<file path="src/rtl/core/crc8_frame_checker_core_defines.svh">
// Assertion macros for the frame checker RTL.
// Included by the deframer, which carries the concurrent checks; no other dependencies.
`ifndef CRC8_FRAME_CHECKER_CORE_DEFINES_SVH
`define CRC8_FRAME_CHECKER_CORE_DEFINES_SVH
`ifndef SYNTHESIS
`define CRC8FC_ASSERT(lbl, clk, rst_n, prop) \
  lbl: assert property (@(posedge clk) disable iff (!rst_n) prop) \
    else $error("crc8fc assertion failed");
`define CRC8FC_ASSERT_NEVER(lbl, clk, rst_n, expr) \
  lbl: assert property (@(posedge clk) disable iff (!rst_n) !(expr)) \
    else $error("crc8fc forbidden condition seen");
`else
`define CRC8FC_ASSERT(lbl, clk, rst_n, prop)
`define CRC8FC_ASSERT_NEVER(lbl, clk, rst_n, expr)
`endif
`endif

</file>
<file path="src/rtl/core/crc8fc_pkg.sv">
// Package for the CRC-8 frame checker: types, register codes, reset values
// and the byte-wise CRC-8 update. No dependencies.
package crc8fc_pkg;

  localparam int unsigned BYTE_W    = 8;
  localparam int unsigned CFG_IDX_W = 2;

  localparam logic [BYTE_W-1:0] CRC_POLY       = 8'h07;
  localparam logic [BYTE_W-1:0] SYNC_RESET     = 8'd175;
  localparam logic [BYTE_W-1:0] MAX_LEN_RESET  = 8'hFF;
  localparam logic [BYTE_W-1:0] EXP_TYPE_RESET = 8'd7;

  typedef enum logic [CFG_IDX_W-1:0] {
    CFG_SYNC_BYTE     = 2'd0,
    CFG_MAX_LENGTH    = 2'd1,
    CFG_EXPECTED_TYPE = 2'd2
  } cfg_idx_e;

  typedef enum logic [1:0] {
    PH_HUNT = 2'd0,
    PH_LEN  = 2'd1,
    PH_BODY = 2'd2
  } phase_e;

  typedef struct packed {
    logic [BYTE_W-1:0] sync_byte;
    logic [BYTE_W-1:0] max_length;
    logic [BYTE_W-1:0] expected_type;
  } cfg_t;

  typedef struct packed {
    logic [BYTE_W-1:0] body_byte;
    logic [BYTE_W-1:0] body_index;
    logic              is_last;
    logic              crc_ok;
    logic              type_match;
    logic              length_error;
  } result_t;

  // deframer -> output register
  typedef struct packed {
    logic    push;
    result_t data;
  } push_t;

  // CRC-8, poly 0x07, MSB first
  function automatic logic [BYTE_W-1:0] crc8_update(logic [BYTE_W-1:0] crc,
                                                   logic [BYTE_W-1:0] data);
    logic [BYTE_W-1:0] r;
    r = crc ^ data;
    for (int b = 0; b < BYTE_W; b++) begin
      if (r[BYTE_W-1]) begin
        r = {r[BYTE_W-2:0], 1'b0} ^ CRC_POLY;
      end else begin
        r = {r[BYTE_W-2:0], 1'b0};
      end
    end
    return r;
  endfunction

endpackage

</file>
<file path="src/rtl/core/crc8fc_if.sv">
// Valid/ready channel interfaces of the frame checker: byte input, result
// output and register write. Depends on crc8fc_pkg.
interface crc8fc_rx_if;
  logic                             valid;
  logic                             ready;
  logic [crc8fc_pkg::BYTE_W-1:0]    rx_byte;
  modport source (output valid, output rx_byte, input ready);
  modport sink   (input valid, input rx_byte, output ready);
endinterface

interface crc8fc_res_if;
  logic                             valid;
  logic                             ready;
  logic [crc8fc_pkg::BYTE_W-1:0]    body_byte;
  logic [crc8fc_pkg::BYTE_W-1:0]    body_index;
  logic                             is_last;
  logic                             crc_ok;
  logic                             type_match;
  logic                             length_error;
  modport source (output valid, output body_byte, output body_index, output is_last,
                  output crc_ok, output type_match, output length_error, input ready);
  modport sink   (input valid, input body_byte, input body_index, input is_last,
                  input crc_ok, input type_match, input length_error, output ready);
endinterface

interface crc8fc_cfg_if;
  logic                             valid;
  logic                             ready;
  logic [crc8fc_pkg::CFG_IDX_W-1:0] index;
  logic [crc8fc_pkg::BYTE_W-1:0]    data;
  modport source (output valid, output index, output data, input ready);
  modport sink   (input valid, input index, input data, output ready);
endinterface

</file>
<file path="src/rtl/core/crc8_frame_checker_core.sv">
// Top level of the CRC-8 frame checker (sync, length, body, crc deframer).
// Depends on crc8fc_pkg, the channel interfaces and the three submodules.
//
// Usage
//  - rx_i : one received byte per request. Bytes other than the sync byte are
//           dropped while hunting; sync and good length bytes give no result.
//  - res_o: one request per body byte, with its index. The crc byte (is_last)
//           also carries crc_ok and type_match. A length of zero or above
//           max_length gives a single length_error request, then hunting.
//  - cfg_i: register writes (0 sync byte, 1 max length, 2 expected type),
//           always ready, take effect the next cycle. Write only when idle.
// Timing
//  - A byte is registered in the input register on acceptance and processed
//    from there; its result is registered in the result register for res_o.
//  - Throughput is one byte per cycle while res_o does not stall, set by the
//    combinational CRC update behind the input register.
//  - When res_o stalls, the result register holds its request; the input
//    register still takes one more byte and ready then drops until the
//    output frees (bytes that give no result keep flowing).
// Reset: asynchronous, active low; hunting, registers at their reset values.
module crc8_frame_checker_core (
  input  logic          clk_i,
  input  logic          rst_ni,
  crc8fc_rx_if.sink     rx_i,
  crc8fc_res_if.source  res_o,
  crc8fc_cfg_if.sink    cfg_i
);

  crc8fc_pkg::cfg_t  cfg;
  crc8fc_pkg::push_t push;
  logic              out_free;

  // configuration registers
  crc8fc_cfg_regs u_cfg_regs (
    .clk_i  (clk_i),
    .rst_ni (rst_ni),
    .cfg_i  (cfg_i),
    .cfg_o  (cfg)
  );

  // input register, frame state machine and crc
  crc8fc_deframer u_deframer (
    .clk_i      (clk_i),
    .rst_ni     (rst_ni),
    .rx_i       (rx_i),
    .cfg_i      (cfg),
    .out_free_i (out_free),
    .push_o     (push)
  );

  // result register towards the sink
  crc8fc_out_reg u_out_reg (
    .clk_i      (clk_i),
    .rst_ni     (rst_ni),
    .push_i     (push),
    .out_free_o (out_free),
    .res_o      (res_o)
  );

endmodule

</file>
<file path="src/rtl/core/crc8fc_cfg_regs.sv">
// Configuration register bank: sync byte, max length, expected type.
// Depends on crc8fc_pkg and crc8fc_cfg_if.
module crc8fc_cfg_regs (
  input  logic                clk_i,
  input  logic                rst_ni,
  crc8fc_cfg_if.sink          cfg_i,
  output crc8fc_pkg::cfg_t    cfg_o
);

  crc8fc_pkg::cfg_t cfg_q, cfg_d;

  assign cfg_i.ready = 1'b1;

  always_comb begin
    cfg_d = cfg_q;
    if (cfg_i.valid) begin
      unique case (crc8fc_pkg::cfg_idx_e'(cfg_i.index))
        crc8fc_pkg::CFG_SYNC_BYTE:     cfg_d.sync_byte     = cfg_i.data;
        crc8fc_pkg::CFG_MAX_LENGTH:    cfg_d.max_length    = cfg_i.data;
        crc8fc_pkg::CFG_EXPECTED_TYPE: cfg_d.expected_type = cfg_i.data;
        default: ;  // unmapped index, write dropped
      endcase
    end
  end

  always_ff @(posedge clk_i or negedge rst_ni) begin
    if (!rst_ni) begin
      cfg_q.sync_byte     <= crc8fc_pkg::SYNC_RESET;
      cfg_q.max_length    <= crc8fc_pkg::MAX_LEN_RESET;
      cfg_q.expected_type <= crc8fc_pkg::EXP_TYPE_RESET;
    end else begin
      cfg_q <= cfg_d;
    end
  end

  assign cfg_o = cfg_q;

endmodule

</file>
<file path="src/rtl/core/crc8fc_deframer.sv">
// Input byte register plus the deframing state machine and CRC accumulator.
// Depends on crc8fc_pkg, crc8fc_rx_if and the assertion macro header.
`include "crc8_frame_checker_core_defines.svh"

module crc8fc_deframer (
  input  logic                clk_i,
  input  logic                rst_ni,
  crc8fc_rx_if.sink           rx_i,
  input  crc8fc_pkg::cfg_t    cfg_i,
  input  logic                out_free_i,
  output crc8fc_pkg::push_t   push_o
);

  localparam int unsigned W = crc8fc_pkg::BYTE_W;

  logic              rx_valid_q;
  logic [W-1:0]      rx_q;
  crc8fc_pkg::phase_e phase_q, phase_d;
  logic [W-1:0]      bytes_left_q, bytes_left_d;
  logic [W-1:0]      crc_q, crc_d;
  logic [W-1:0]      position_q, position_d;
  logic [W-1:0]      kind_q, kind_d;

  logic              has_result;
  logic              advance;
  logic              len_bad;
  logic [W-1:0]      kind_now;
  crc8fc_pkg::result_t res;

  assign len_bad  = (rx_q == '0) || (rx_q > cfg_i.max_length);
  assign kind_now = (position_q == '0) ? rx_q : kind_q;

  // byte leaves the input register once its result (if any) has a place
  assign advance     = rx_valid_q && (!has_result || out_free_i);
  assign rx_i.ready  = !rx_valid_q || advance;

  always_ff @(posedge clk_i or negedge rst_ni) begin
    if (!rst_ni) begin
      rx_valid_q <= 1'b0;
    end else if (rx_i.valid && rx_i.ready) begin
      rx_valid_q <= 1'b1;
    end else if (advance) begin
      rx_valid_q <= 1'b0;
    end
  end

  always_ff @(posedge clk_i) begin
    if (rx_i.valid && rx_i.ready) begin
      rx_q <= rx_i.rx_byte;
    end
  end

  // next state
  always_comb begin
    phase_d      = phase_q;
    bytes_left_d = bytes_left_q;
    crc_d        = crc_q;
    position_d   = position_q;
    kind_d       = kind_q;
    if (advance) begin
      unique case (phase_q)
        crc8fc_pkg::PH_LEN: begin
          if (len_bad) begin
            phase_d = crc8fc_pkg::PH_HUNT;
          end else begin
            phase_d      = crc8fc_pkg::PH_BODY;
            bytes_left_d = rx_q;
            position_d   = '0;
            crc_d        = '0;
            kind_d       = '0;
          end
        end
        crc8fc_pkg::PH_BODY: begin
          kind_d = kind_now;
          if (bytes_left_q <= W'(1)) begin
            phase_d      = crc8fc_pkg::PH_HUNT;
            bytes_left_d = '0;
          end else begin
            crc_d        = crc8fc_pkg::crc8_update(crc_q, rx_q);
            bytes_left_d = bytes_left_q - W'(1);
            position_d   = position_q + W'(1);
          end
        end
        default: begin
          // hunting; the spare phase code hunts as well
          phase_d = (rx_q == cfg_i.sync_byte) ? crc8fc_pkg::PH_LEN : crc8fc_pkg::PH_HUNT;
        end
      endcase
    end
  end

  // result
  always_comb begin
    has_result = 1'b0;
    res        = '0;
    unique case (phase_q)
      crc8fc_pkg::PH_LEN: begin
        has_result       = rx_valid_q && len_bad;
        res.body_byte    = rx_q;
        res.is_last      = 1'b1;
        res.length_error = 1'b1;
      end
      crc8fc_pkg::PH_BODY: begin
        has_result     = rx_valid_q;
        res.body_byte  = rx_q;
        res.body_index = position_q;
        if (bytes_left_q <= W'(1)) begin
          res.is_last    = 1'b1;
          res.crc_ok     = (rx_q == crc_q);
          res.type_match = (kind_now == cfg_i.expected_type);
        end
      end
      default: has_result = 1'b0;
    endcase
  end

  assign push_o.push = advance && has_result;
  assign push_o.data = res;

  always_ff @(posedge clk_i or negedge rst_ni) begin
    if (!rst_ni) begin
      phase_q      <= crc8fc_pkg::PH_HUNT;
      bytes_left_q <= '0;
      crc_q        <= '0;
      position_q   <= '0;
      kind_q       <= '0;
    end else begin
      phase_q      <= phase_d;
      bytes_left_q <= bytes_left_d;
      crc_q        <= crc_d;
      position_q   <= position_d;
      kind_q       <= kind_d;
    end
  end

  `CRC8FC_ASSERT(a_push_has_room, clk_i, rst_ni, push_o.push |-> out_free_i)
  `CRC8FC_ASSERT_NEVER(a_body_no_count, clk_i, rst_ni,
    (phase_q == crc8fc_pkg::PH_BODY) && (bytes_left_q == '0))
  `CRC8FC_ASSERT(a_last_to_hunt, clk_i, rst_ni,
    (push_o.push && push_o.data.is_last) |=> (phase_q == crc8fc_pkg::PH_HUNT))
  `CRC8FC_ASSERT(a_no_push_idle, clk_i, rst_ni, !rx_valid_q |-> !push_o.push)

endmodule

</file>
<file path="src/rtl/core/crc8fc_out_reg.sv">
// Result register in front of the output channel; holds a result while the
// receiver stalls. Depends on crc8fc_pkg and crc8fc_res_if.
module crc8fc_out_reg (
  input  logic                clk_i,
  input  logic                rst_ni,
  input  crc8fc_pkg::push_t   push_i,
  output logic                out_free_o,
  crc8fc_res_if.source        res_o
);

  logic                valid_q;
  crc8fc_pkg::result_t data_q;

  assign out_free_o = !valid_q || res_o.ready;

  always_ff @(posedge clk_i or negedge rst_ni) begin
    if (!rst_ni) begin
      valid_q <= 1'b0;
    end else if (out_free_o) begin
      valid_q <= push_i.push;
    end
  end

  always_ff @(posedge clk_i) begin
    if (out_free_o && push_i.push) begin
      data_q <= push_i.data;
    end
  end

  assign res_o.valid        = valid_q;
  assign res_o.body_byte    = data_q.body_byte;
  assign res_o.body_index   = data_q.body_index;
  assign res_o.is_last      = data_q.is_last;
  assign res_o.crc_ok       = data_q.crc_ok;
  assign res_o.type_match   = data_q.type_match;
  assign res_o.length_error = data_q.length_error;

endmodule

</file>
<file path="src/flat_wrapper.sv">
// flat-port wrapper written by rule: the top's interface ports become plain ports
module crc8_frame_checker_core_flat 
  (clk_i, rst_ni, rx_i_valid, rx_i_rx_byte, rx_i_ready, res_o_valid, res_o_body_byte, res_o_body_index, res_o_is_last, res_o_crc_ok, res_o_type_match, res_o_length_error, res_o_ready, cfg_i_valid, cfg_i_index, cfg_i_data, cfg_i_ready);
  crc8fc_rx_if rx_i_i ();
  crc8fc_res_if res_o_i ();
  crc8fc_cfg_if cfg_i_i ();
  input  logic clk_i;
  input  logic rst_ni;
  input wire logic [$bits(rx_i_i.valid)-1:0] rx_i_valid;
  input wire logic [$bits(rx_i_i.rx_byte)-1:0] rx_i_rx_byte;
  output wire logic [$bits(rx_i_i.ready)-1:0] rx_i_ready;
  output wire logic [$bits(res_o_i.valid)-1:0] res_o_valid;
  output wire logic [$bits(res_o_i.body_byte)-1:0] res_o_body_byte;
  output wire logic [$bits(res_o_i.body_index)-1:0] res_o_body_index;
  output wire logic [$bits(res_o_i.is_last)-1:0] res_o_is_last;
  output wire logic [$bits(res_o_i.crc_ok)-1:0] res_o_crc_ok;
  output wire logic [$bits(res_o_i.type_match)-1:0] res_o_type_match;
  output wire logic [$bits(res_o_i.length_error)-1:0] res_o_length_error;
  input wire logic [$bits(res_o_i.ready)-1:0] res_o_ready;
  input wire logic [$bits(cfg_i_i.valid)-1:0] cfg_i_valid;
  input wire logic [$bits(cfg_i_i.index)-1:0] cfg_i_index;
  input wire logic [$bits(cfg_i_i.data)-1:0] cfg_i_data;
  output wire logic [$bits(cfg_i_i.ready)-1:0] cfg_i_ready;
  assign rx_i_i.valid = rx_i_valid;
  assign rx_i_i.rx_byte = rx_i_rx_byte;
  assign rx_i_ready = rx_i_i.ready;
  assign res_o_valid = res_o_i.valid;
  assign res_o_body_byte = res_o_i.body_byte;
  assign res_o_body_index = res_o_i.body_index;
  assign res_o_is_last = res_o_i.is_last;
  assign res_o_crc_ok = res_o_i.crc_ok;
  assign res_o_type_match = res_o_i.type_match;
  assign res_o_length_error = res_o_i.length_error;
  assign res_o_i.ready = res_o_ready;
  assign cfg_i_i.valid = cfg_i_valid;
  assign cfg_i_i.index = cfg_i_index;
  assign cfg_i_i.data = cfg_i_data;
  assign cfg_i_ready = cfg_i_i.ready;
  crc8_frame_checker_core u_core (.clk_i(clk_i), .rst_ni(rst_ni), .rx_i(rx_i_i), .res_o(res_o_i), .cfg_i(cfg_i_i));
endmodule
</file>
<file path="config.mk">
export PLATFORM = sky130hd
export DESIGN_NAME = crc8_frame_checker_core_flat
export DESIGN_NICKNAME = d
export VERILOG_FILES = /design/src/rtl/core/crc8fc_pkg.sv /design/src/rtl/core/crc8fc_if.sv /design/src/rtl/core/crc8_frame_checker_core.sv /design/src/rtl/core/crc8fc_cfg_regs.sv /design/src/rtl/core/crc8fc_deframer.sv /design/src/rtl/core/crc8fc_out_reg.sv /design/src/flat_wrapper.sv
export VERILOG_INCLUDE_DIRS = /design/src /design/src/rtl/core
export SDC_FILE = /design/constraint.sdc
export NUM_CORES = 1
export LEC_CHECK = 0
export ABC_CLOCK_PERIOD_IN_PS = 7100
export BUFFER_PORTS_ARGS = -buffer_cell sky130_fd_sc_hd__buf_4
export CAP_MARGIN = 20
export CORE_MARGIN = 3
export CORE_UTILIZATION = 54
export DETAILED_ROUTE_END_ITERATION = 6
export PLACE_DENSITY = 0.83
export SYNTH_ARGS = -nofsm -noshare
export SYNTH_HDL_FRONTEND = slang
export SYNTH_SLANG_ARGS = --single-unit
</file>
<file path="constraint.sdc">
create_clock -name clk_i -period 7.1 [get_ports clk_i]
set_input_delay 0.71 -clock clk_i [delete_from_list [all_inputs] [get_ports clk_i]]
set_output_delay 0.71 -clock clk_i [all_outputs]
set_load 0.02 [all_outputs]
</file>
-- Word-level counts from Yosys, hierarchy flattened
Cells that the tools add are included.
- add/subtract/negate cells: 2
- mux-type cells: 49
- bitwise logic cells: 9
- div/mod/pow operators: 0
- shift-type cells: 0
- multipliers: 0
- reductions and logical operators: 25
- order comparisons: 2
- eq/ne operators: 10
- operators by type and width (kind ; number):
    8-bit 2-to-1 mux ; 27
    8-bit one-hot mux with 2 select lines ; 4
    3-bit 2-to-1 mux ; 9
    8-bit equality test ; 3
    3-bit inverter ; 8
    8-bit zero test ; 2
    2-bit AND reduction ; 5
    8-bit by 1-bit adder with 8-bit output (second input constant) ; 1
    8-bit > comparator ; 1
    8-bit by 1-bit less-or-equal comparator with 1-bit output (second input constant) ; 1
    8-bit by 1-bit subtractor with 8-bit output (second input constant) ; 1
    8-bit XOR ; 1
    2-bit != test (second input constant) ; 3
    1-bit logical AND ; 5
    2-bit by 1-bit equality test with 1-bit output (second input constant) ; 2
    2-bit equality test (second input constant) ; 2
    1-bit logical OR ; 4
    1-bit 2-to-1 mux ; 4
    2-bit 2-to-1 mux ; 2
    1-bit one-hot mux with 2 select lines ; 2
    2-bit one-hot mux with 2 select lines ; 1
    4-bit AND reduction ; 1
    2-bit nonzero test ; 2
    1-bit zero test ; 3
    other kinds (3) ; 3
- memories kept: 0
- register bits: 88
- memory bits (read-only): 0
- bits in writable memories: 0
- input port bits: 23
- logic and storage cells: 114
- bits in latches: 0

-- Depth between registers and ports, before layout
- depth after elaboration: 42
- depth in mapped cells: 9
- gate-level depth less buffers: 8

-- Modules after synthesis
Synthesis repeated with hierarchy kept, for this count alone.
- cell total of the unflattened synthesis: 439
- area, all modules: 4784.6 um^2
- modules (own cells, without submodules) (module ; cells an instance ; instances ; sequential area each (um^2) ; area an instance (um^2)):
    crc8fc_deframer ; 362 ; 1 ; 1116.1 ; 3185.6
    crc8fc_cfg_regs ; 53 ; 1 ; 621.8 ; 944.7
    crc8fc_out_reg ; 24 ; 1 ; 625.6 ; 654.4

-- Worst setup path before layout
OpenSTA, ideal clock, no wires.
- path kind: register -> register
- start point: register u_core.u_cfg_regs.cfg_q, in the netlist u_core.u_cfg_regs.cfg_o[15]
- end point: register u_core.u_deframer.rx_q[0] (enable)
- period minus slack after synthesis: 3060 ps
- cell stages (with the launch flop): 9
- arrival: 2728 ps
- setup slack: 4040 ps
- buffers on the path: 0
- library setup time: 332 ps
- cell sequence: dfstp_2 -> inv_1 -> ha_1 -> a21oi_1 -> o21ai_0 -> o41ai_4 -> nor2_1 -> o21ai_0 -> and2_1
- cells in the longest elaborated chain, start to end: 9
- ends and longest elaborated chain (element ; line ; text):
    from (decl) ; crc8fc_cfg_regs.sv:10 ; crc8fc_pkg::cfg_t cfg_q, cfg_d;
    from (signal assigned) ; crc8fc_cfg_regs.sv:32 ; cfg_q <= cfg_d;
    8-bit > comparator ; crc8fc_deframer.sv:30 ; assign len_bad = (rx_q == '0) || (rx_q > cfg_i.max_length);
    1-bit logical OR ; crc8fc_deframer.sv:30 ;
    1-bit logical AND ; crc8fc_deframer.sv:98 ; has_result = rx_valid_q && len_bad;
    1-bit one-hot mux with 2 select lines ; crc8fc_deframer.sv:96 ; unique case (phase_q)
    1-bit zero test ; crc8fc_deframer.sv:34 ; assign advance = rx_valid_q && (!has_result || out_free_i);
    1-bit logical OR ; crc8fc_deframer.sv:34 ;
    1-bit logical AND ; crc8fc_deframer.sv:34 ;
    1-bit logical OR ; crc8fc_deframer.sv:35 ; assign rx_i.ready = !rx_valid_q || advance;
    net rx_i_ready ; flat_wrapper.sv:11 ; output wire logic [$bits(rx_i_i.ready)-1:0] rx_i_ready;
    1-bit logical AND ; crc8fc_deframer.sv:48 ; if (rx_i.valid && rx_i.ready) begin
    to (signal assigned) ; crc8fc_deframer.sv:49 ; rx_q <= rx_i.rx_byte;
    to (decl) ; crc8fc_deframer.sv:17 ; logic [W-1:0] rx_q;
The timed path passes the listed nets, and every way through them passes these cells.
A chain may end at the register's enable or synchronous reset.

-- Worst setup path after layout
- start point: register u_core.u_deframer.rx_q[7]
- end point: output port rx_i_ready
- cells in the longest elaborated chain, start to end: 8
- ends and longest elaborated chain (element ; line):
    8-bit > comparator / 8-bit zero test (equally long branches) ; crc8fc_deframer.sv:30
    1-bit logical OR (*) ; crc8fc_deframer.sv:30
    1-bit logical AND (*) ; crc8fc_deframer.sv:98
    1-bit one-hot mux with 2 select lines (*) ; crc8fc_deframer.sv:96
    1-bit zero test (*) ; crc8fc_deframer.sv:34
    1-bit logical OR (*) ; crc8fc_deframer.sv:34
    1-bit logical AND (*) ; crc8fc_deframer.sv:34
    1-bit logical OR (*) ; crc8fc_deframer.sv:35
    to (decl) ; flat_wrapper.sv:11
Every way passes the cells marked *; elsewhere a longest branch is shown, timed or not.

==> run metrics <==
Worst Path Arrival a little over 3000 ps; Initial Utilization 55.8%; Max transition margin a little over a third; Crit path required time between 6000 and 7000 ps; Cell Area, Synth between 4000 and 5000 um^2; Post-synth EDFFs 28; reg-to-reg slack, setup between 3000 and 4000 ps; cell chain of the critical path ha_1 -> a21oi_1 -> o21ai_0 -> o41ai_4 -> nor2_1 -> o21ai_0 -> buf_4; final worst slack 3370 ps; die area ~9700 um^2; initial antenna violation count 0; gr ovfl total 0; min Tclk post-route between 3000 and 4000 ps; Post-Syn Instances between 400 and 500; Synth cell types 53; Reg2Reg Depth 7; Seq cells post-synth 88; largest net degree at the start of global routing just over 60; share of synthesized registers carrying an async set or reset 68.2%; CP endpoint kind output port; main flop type after synthesis dfrtp_1; Top Ports 46; RSZ-0062 raised after global routing false; Top Family by Delay on Critical Path compound AO/OA/AOI/OAI gates; cts-stage hold buffer count 0; vias in the first global route between 3000 and 4000; detailed placer's ending HPWL approximately 7 mm; clock tree sinks 88; Synth-to-Final Area Change 13.5%; final setup fails 0; DRC viols 0; max-cap violations 0; Fillers between 600 and 700; GR Util All Layers between 20% and 30%; Synthesis Warnings 0; Seq/Total Area, Yosys between 50% and 60%; layout cells sized above 1 between 20% and 30%; register clock-pin slew on the reported worst setup and hold paths around 90 ps; Final Core Density a little over three fifths; root buffer cell clkbuf_8; WL/cell between 15 and 20 um; clk_lat worst skew ~370 ps; DR iter-0 viols 227; Final Cell Area between 5000 and 6000 um^2; drt pass-1 iters 7; total power approximately 1.3 mW; largest cells by area after synthesis dfrtp_1 23%, edfxtp_1 18%, dfstp_2 9.7%, mux2_2 5.9%, xnor2_1 5.1%; CP max FO 7; slowest cell delay on critical path between 500 and 600 ps; Nets ~500; I/O Buffers between 40 and 50; Reg area between 2000 and 2500 um^2; antenna cells 0; Max H-tree Level 3; first-pass GRT wire length approximately 16 mm; core box area ~8300 um^2; worst slack at placement 3800 ps; setup TNS 0 ps; status finished, final reports clean; vias ~3400; drt total wl slightly below 10 mm; worst reg2reg endpoint u_core.u_deframer.rx_q[3]; area occupied by multi-input gates just over 2000 um^2; row count 33; Buf/Inv on CP 1; Routed Antenna Nets 0; CTS tree yes; Crit Path Category flop to output port; maximum clock rate ~0.27 GHz; peak supply drop between 0.00015 and 0.0002 V; Mean Syn Cell Area roughly 11 um^2; via density per instance roughly 5.9; worst r2r src u_core.u_deframer.rx_q[7]; final period utilization between 50 and 60%; post-CTS setup buffers 0; Worst Tran Pin Value approximately 970 ps; Startpoint Class flop; DIE HEIGHT 98.3 um; Pleak between 2 and 2.5 nW; PD cells about 250 nW/um^2; cell mode on critical path o21ai_0; DP Area approximately 5000 um^2; Final Hold Fails 0; area leader, netlist dfrtp_1; CTS Buf Count 9; crit path max-delay cell type o41ai_4; Hold Crit Class input port to asynchronous set/reset pin; Yosys top cell area share between 20% and 30%; Slew Viols, Final 0; Setup Skew ~12 ps; chip width approximately 98 um; Mapped Nets 456; CTS Buffer Depth 2; RePlAce Congestion around 0.98; PostCTS Resize Cnt 0
## synthesized netlist by cell type, types with 3 or more instances
cell and instances:
o21ai_0 26, and2_1 9, nand2_1 28, o211ai_1 3
mux2_2 24, inv_1 24, nor3b_1 3, dfstp_2 17
ha_1 17, a22o_1 8, nand2b_1 4, xnor2_1 27
o21a_1 4, clkbuf_1 9, dfrtp_1 43, o31ai_1 18
nor4_1 5, nor2_1 27, nand3_1 7, nor3_1 6
nand4_1 4, xor2_1 14, a21oi_1 17, buf_2 7
nor2b_1 4, edfxtp_1 28
## kinds of logic after synthesis
group	share of synthesized area (%)
compound gates	14.0
xor+xnor	7.80
fa+ha+maj	4.62
buf+inv	3.94
flops	51.3
mux	6.09
other cells	0.0814
simple gates	12.1
## registers in the layout, indices dropped and copies added, names as in the netlist
| name | count |
|---|---|
| u_core.u_cfg_regs.cfg_o | 24 |
| u_core.u_deframer.bytes_left_q | 8 |
| u_core.u_deframer.crc_q | 8 |
| u_core.u_deframer.kind_q | 8 |
| u_core.u_deframer.phase_q | 2 |
| u_core.u_deframer.position_q | 8 |
| u_core.u_deframer.rx_q | 8 |
| u_core.u_deframer.rx_valid_q | 1 |
| u_core.u_out_reg.res_o.body_byte | 8 |
| u_core.u_out_reg.res_o.body_index | 8 |
| u_core.u_out_reg.res_o.crc_ok | 1 |
| u_core.u_out_reg.res_o.is_last | 1 |
| u_core.u_out_reg.res_o.length_error | 1 |
| u_core.u_out_reg.res_o.type_match | 1 |
| u_core.u_out_reg.res_o.valid | 1 |
## power breakdown
part / internal (mW) / total [mW] / switching [mW]
clock network: 0.210 / 0.390 / 0.181
registers: 0.591 / 0.646 / 0.0551
logic: 0.116 / 0.247 / 0.132
total: 0.916 / 1.28 / 0.367
## per-layer routing
metal  share of wire [%]  global-route usage [%]
met5                   0                       0
met4                 1.8                    8.82
met3                 6.5                    3.43
met2                  50                    35.2
met1                  42                    28.4
## how the worst max path moves through the flow
stage,startpoint,to,cells after the start
2_1_floorplan,u_core.u_cfg_regs.cfg_o[15],u_core.u_deframer.rx_q[0],8
3_3_place_gp,u_core.u_deframer.rx_q[7],rx_i_ready,7
3_5_place_dp,u_core.u_deframer.rx_q[7],rx_i_ready,7
4_1_cts,u_core.u_deframer.rx_q[7],rx_i_ready,7
5_1_grt,u_core.u_deframer.rx_q[7],rx_i_ready,7
6_report,u_core.u_deframer.rx_q[7],rx_i_ready,7
## cell usage in the layout, fill, tap and decap left out, types with 18 or more instances in the layout
cell type	instances
nor2_1	26
nand2_1	28
edfxtp_1	28
o31ai_1	18
inv_1	24
mux2_2	24
dfrtp_1	43
xnor2_1	27
buf_4	45
o21ai_0	26
## stage by stage
step | hold WS, ps | cells
3_3_place_gp | 484 | 548
2_1_floorplan | 414 | 416
5_1_grt | 457 | 566
3_5_place_dp | 493 | 548
6_report | 402 | 566
4_1_cts | 437 | 564
## cell type report
class                   count  area share [%]
repair buffers             47            6.78
clock inverters             4            1.46
well taps                 105            2.51
flip-flops and latches     88            45.2
clock buffers              12            2.78
multi-input cells         285            39.5
inverters                  25            1.80
No activity file was read; power rests on OpenSTA's default activity.
